**config.mk**
```make
export PLATFORM = sky130hd
export DESIGN_NAME = ffca_ram
export DESIGN_NICKNAME = d
export VERILOG_FILES = /design/src/first_fit_chunk_allocator_unit_defines.svh /design/src/ffca_ram.sv
export SDC_FILE = /design/constraint.sdc
export NUM_CORES = 2
export LEC_CHECK = 0
export CORE_AREA = 2 2 309 541
export CTS_BUF_LIST = sky130_fd_sc_hd__clkbuf_4
export DETAILED_ROUTE_END_ITERATION = 10
export DIE_AREA = 0 0 311 543
export DONT_BUFFER_PORTS = 1
export PLACE_DENSITY = 0.68
export REMOVE_ABC_BUFFERS = 1
export SYNTH_ARGS = -nofsm -noshare
export SYNTH_HDL_FRONTEND = slang
export SYNTH_SLANG_ARGS = --single-unit
```
**constraint.sdc**
```tcl
create_clock -name clk -period 6.4 [get_ports clk]
set_clock_uncertainty 0.05 [all_clocks]
set_input_delay 0.64 -clock clk [delete_from_list [all_inputs] [get_ports clk]]
set_output_delay 0.64 -clock clk [all_outputs]
set_load 0.02 [all_outputs]
```
**src/first_fit_chunk_allocator_unit_defines.svh**
```systemverilog
// assertion macros shared by the allocator rtl
`ifndef FIRST_FIT_CHUNK_ALLOCATOR_UNIT_DEFINES_SVH
`define FIRST_FIT_CHUNK_ALLOCATOR_UNIT_DEFINES_SVH
`ifndef NO_ASSERTIONS
// same-cycle implication
`define FFCA_ASSERT_IMP(name, clk, rstn, a, c) \
	name: assert property (@(posedge clk) disable iff (!rstn) (a) |-> (c)) \
		else $error("ffca assertion failed");
// next-cycle implication
`define FFCA_ASSERT_NEXT(name, clk, rstn, a, c) \
	name: assert property (@(posedge clk) disable iff (!rstn) (a) |=> (c)) \
		else $error("ffca assertion failed");
`else
`define FFCA_ASSERT_IMP(name, clk, rstn, a, c)
`define FFCA_ASSERT_NEXT(name, clk, rstn, a, c)
`endif
`endif

```
**src/ffca_ram.sv**
```systemverilog
// generic simple dual-port ram with registered read
`timescale 1ns / 1ps
module ffca_ram #(
	parameter int WIDTH = 32,
	parameter int DEPTH = 64
) (
	input  logic                     clk,
	input  logic                     we,
	input  logic [$clog2(DEPTH)-1:0] waddr,
	input  logic [WIDTH-1:0]         wdata,
	input  logic [$clog2(DEPTH)-1:0] raddr,
	output logic [WIDTH-1:0]         rdata
);
	logic [WIDTH-1:0] mem [DEPTH];

	// write port and registered read port
	always_ff @(posedge clk) begin
		if (we) begin
			mem[waddr] <= wdata;
		end
		rdata <= mem[raddr];
	end
endmodule

```
**Yosys cells after proc, flatten, opt, wreduce, memory -nomap -nowiden**

Memories as Yosys holds them, arrays and structs flattened. A register that Yosys moved wholly into a read port is not among the register bits.
Cells that the tools add are included.

- Bits in registers: 0
- Memory bits (writable): 2,048
- Input port bits: 46
- Output and inout bits: 32
- Word-level logic and storage cells: 3
- Memories: 1

- Muxes and demuxes: 2

Memory list:

| memory | words | bits a word | rd ports | clocked after Yosys merged registers in | wr ports | RTL line | source |
|---|---|---|---|---|---|---|---|
| mem | 64 | 32 | 1 | 1 | 1 | ffca_ram.sv:14 | `logic [WIDTH-1:0] mem [DEPTH];` |

Operators by type and width:

| cell | number |
|---|---|
| $mux W1 | 2 |

**Depth between registers and ports, before layout**

- Depth after elaboration: 2
- Depth in mapped cells: 10
- Mapped depth without buffers: 5

**Least setup slack after synthesis**

No wires, ideal clock.

- Path type: in2reg
- From: input waddr[3]
- To: memory mem[48][0], enable pin
- Data arrival time: 3.339 ns
- Path slack: 2.550 ns
- Stages on the path: 4
- Path buffers: 1
- Cells stage by stage: clkbuf_1 -> nor2b_1 -> nand4b_1 -> nor3_1

RTL lines:

| element | RTL line | source |
|---|---|---|
| start, declared | ffca_ram.sv:9 | `input logic [$clog2(DEPTH)-1:0] waddr,` |
| end, declared | ffca_ram.sv:14 |  |

No word-level cell before the write port.

==> out/qor.yml <==
outcome:
  outcome: "finished, violations left"
  violations: "slew limit"
drt:
  ant_nets: 0
  drt_pass1_iterations: 5
  wl_per_cell_um: 31.5
  totalWireLength_um: 197000
  drcViolationCount: 0
  vias_per_cell: 5.99
  vias: 37391
  drt_iter0_drc: 3997
pwr:
  irDropWorstVdd_mv: 0.138
  switching_share_pct: 21.9
  power.internal_mw: 20.3
  p_clk_share_pct: 36.5
  p_seq_share_pct: 58.3
  p_sw_mw: 5.69
  p_per_area_nw_per_um2: 295
  leakagePower_nw: 27.6
  comb_power_share_pct: 5.1
yosys:
  synth_seq_cells: 2080
  yosysUniqueCellTypes: 34
  yosysWarnings: 0
  ys_seq_area_share_pct: 79.1
  synthCells: 3324
  syn_avg_cell_area_um2: 23.6
  syn_area_um2: 78500
finish:
  fin_nets: 3778
  final_area_um2: 88300
  layout-area-overhead-vs-synth_pct: 12.4
  drive_gt1_share_pct: 34.3
global_route:
  grt_max_degree: 514
  grt_pass1_vias: 39577
  grtUsageTotal_pct: 23.5
  grt_pass1_wl_um: 279000
  antenna_found_initial: 12
  overflow: 0
worst_setup_path:
  cp.arrival_ns: 4.88
  cp_max_fo: 177
  r2r_cells: 4
  critPathLaunchType: "primary input"
  critPathKind: "in2reg"
  crit_path_end_kind: "flop"
  cp.required_ns: 7.39
clock_network:
  numCtsBuffers: 430
  insertion_delay_ns: 1.18
  cts_sinks: 2080
  cts_tree: "yes"
  post-cts-setup-buffer-count: 0
  cts-resized-gates: 0
  cts_buffer_depth: 4
  clk_root_buffer_cell: "clkbuf_4"
  h-tree-depth: 5
  clkTransAtPathRegs_ns: 0.07
timing:
  finalSetupTns_ns: 0
  setup_viol: 0
  min_period_over_period_pct: 60.7
  rsz0062_at_grt: "no"
  hold_violations: 0
  worst_slew_margin_rel_pct: -44.4
  fmax_mhz: 257
  tightestPinTransition_ns: 2.17
  fin_crit_ns: 3.89
  drv_slew: 234
place:
  dpl_cell_area_um2: 81400
  io_buffers: 0
  place.gp.congestion: 0.838
  dp_hpwl_um: 103000
die:
  start_util_pct: 47.8
  die-area_um2: 169000
  die_w_um: 311
  rows: 197
  ios: 78
  die_h_um: 543
  core_um2: 164000
worst_hold_path:
  hold_path_depth: 3
  hp-class: "in2reg"
job:
  cap_violations: 0
worst max-delay path, stage by stage:
cell and delay (ns):
buf_16 0.61, buf_16 0.80, or3b_1 0.51, o221ai_1 0.19, a21oi_1 0.93, a21oi_1 0.31
nor2_1 0.31
power groups by stage:
| stage | sequential [mW] | clock [mW] | combinational (mW) |
|---|---|---|---|
| final | 15.2 | 9.50 | 1.34 |
| after global routing | 15.2 | 10.3 | 1.38 |
| after CTS | 15.2 | 9.70 | 1.22 |
| after detailed placement | 15.5 | 0 | 0.868 |
| after global placement | 15.5 | 0 | 0.864 |
| after floorplan | 15.4 | 0 | 0.558 |
flip-flops by register name (all words and copies together) (netlist names):
register	count
mem	2048
rdata	32
repair_timing:
action,4_1_cts,5_1_grt
endpoints found under the hold margin,2150,0
endpoints found under the setup margin,0,0
hold buffers,74,0
layout by cell type, fill, tap and decap left out, types with 32 or more instances in the layout:
cell / Yosys / routed
dlygate4sd3_1: 0 / 39
mux2i_1: 93 / 93
buf_16: 0 / 37
clkbuf_4: 0 / 623
edfxtp_1: 2048 / 2048
dfxtp_1: 32 / 32
a21oi_1: 62 / 62
clkinv_1: 0 / 91
o22ai_1: 84 / 84
mux4_2: 544 / 544
nor2_4: 0 / 62
buf_4: 25 / 80
nor2_1: 137 / 75
cell type report:
type	instances	area, µm²
sequential	2080	62100
clock buffer	623	4680
antenna	5	12.5
clock inverter	125	678
multi-input combinational	1062	16000
timing repair buffer	158	2050
fill	12515	75900
tap	2189	2740
per-stage QoR:
stage | std cells | setup slack (ns) | power [mW] | util (%) | hold WS, ns
2_1_floorplan | 3142 | 2.70 | 16.0 | - | 0.613
3_3_place_gp | 5411 | 3.06 | 16.3 | 49.6 | 0.678
3_5_place_dp | 5411 | 2.95 | 16.3 | 49.6 | 0.685
4_1_cts | 6233 | 3.60 | 26.1 | 53.7 | 0.00166
5_1_grt | 6241 | 2.34 | 26.9 | 53.8 | -0.00654
6_report | 6242 | 2.51 | 26.0 | 53.8 | 0.0884
kinds of logic after synthesis:
family / Yosys count / synth area share (%)
multiplexers: 637 / 16.8
AO/OA/AOI/OAI: 202 / 1.67
flip-flops: 2080 / 79.1
buffers and inverters: 182 / 1.13
AND/OR/NAND/NOR: 223 / 1.27
cells in the mapped netlist:
cell type,number,area [µm²]
edfxtp_1,2048,61500
mux4_2,544,12300
nor2_1,137,514
mux2i_1,93,931
o22ai_1,84,526
clkbuf_1,74,278
a21oi_1,62,310
buf_2,57,285
dfxtp_1,32,641
o221ai_1,27,236
nand2_1,26,97.6
buf_4,25,188
buf_1,21,78.8
nor2b_1,15,93.8
a22oi_1,12,90.1
a311oi_1,8,70.1
nand2b_1,8,50.1
nor3_1,7,35.0
buf_6,5,56.3
nand3_1,5,25.0
nand3b_1,5,37.5
a41o_1,4,40.0
and3_1,4,25.0
o32ai_1,4,35.0
or3_1,3,18.8
or3b_2,3,26.3
and2_1,2,12.5
nand4_1,2,12.5
or3b_1,2,17.5
a31oi_1,1,6.26
nand4b_1,1,8.76
or2_0,1,6.26
or2_1,1,6.26
or2_2,1,6.26
worst paths after layout:
check,from,endpoint,slack [ns]
setup / recovery,raddr[0],rdata[16],2.51
hold / removal,raddr[3],rdata[20],0.09
setup reg to reg,mem[11][29],rdata[29],3.93
hold reg to reg,mem[13][20],rdata[20],0.70
layer usage:
| layer | wire length, µm | track usage (%) | vias to the layer above |
|---|---|---|---|
| met5 | 0 | 0 | - |
| met4 | 11200 | 13.3 | 0 |
| met3 | 14800 | 4.64 | 328 |
| met2 | 105000 | 41.4 | 1715 |
| met1 | 66000 | 26.7 | 19950 |
| li1 | - | - | 15398 |
No activity file was read; power rests on OpenSTA's default activity.
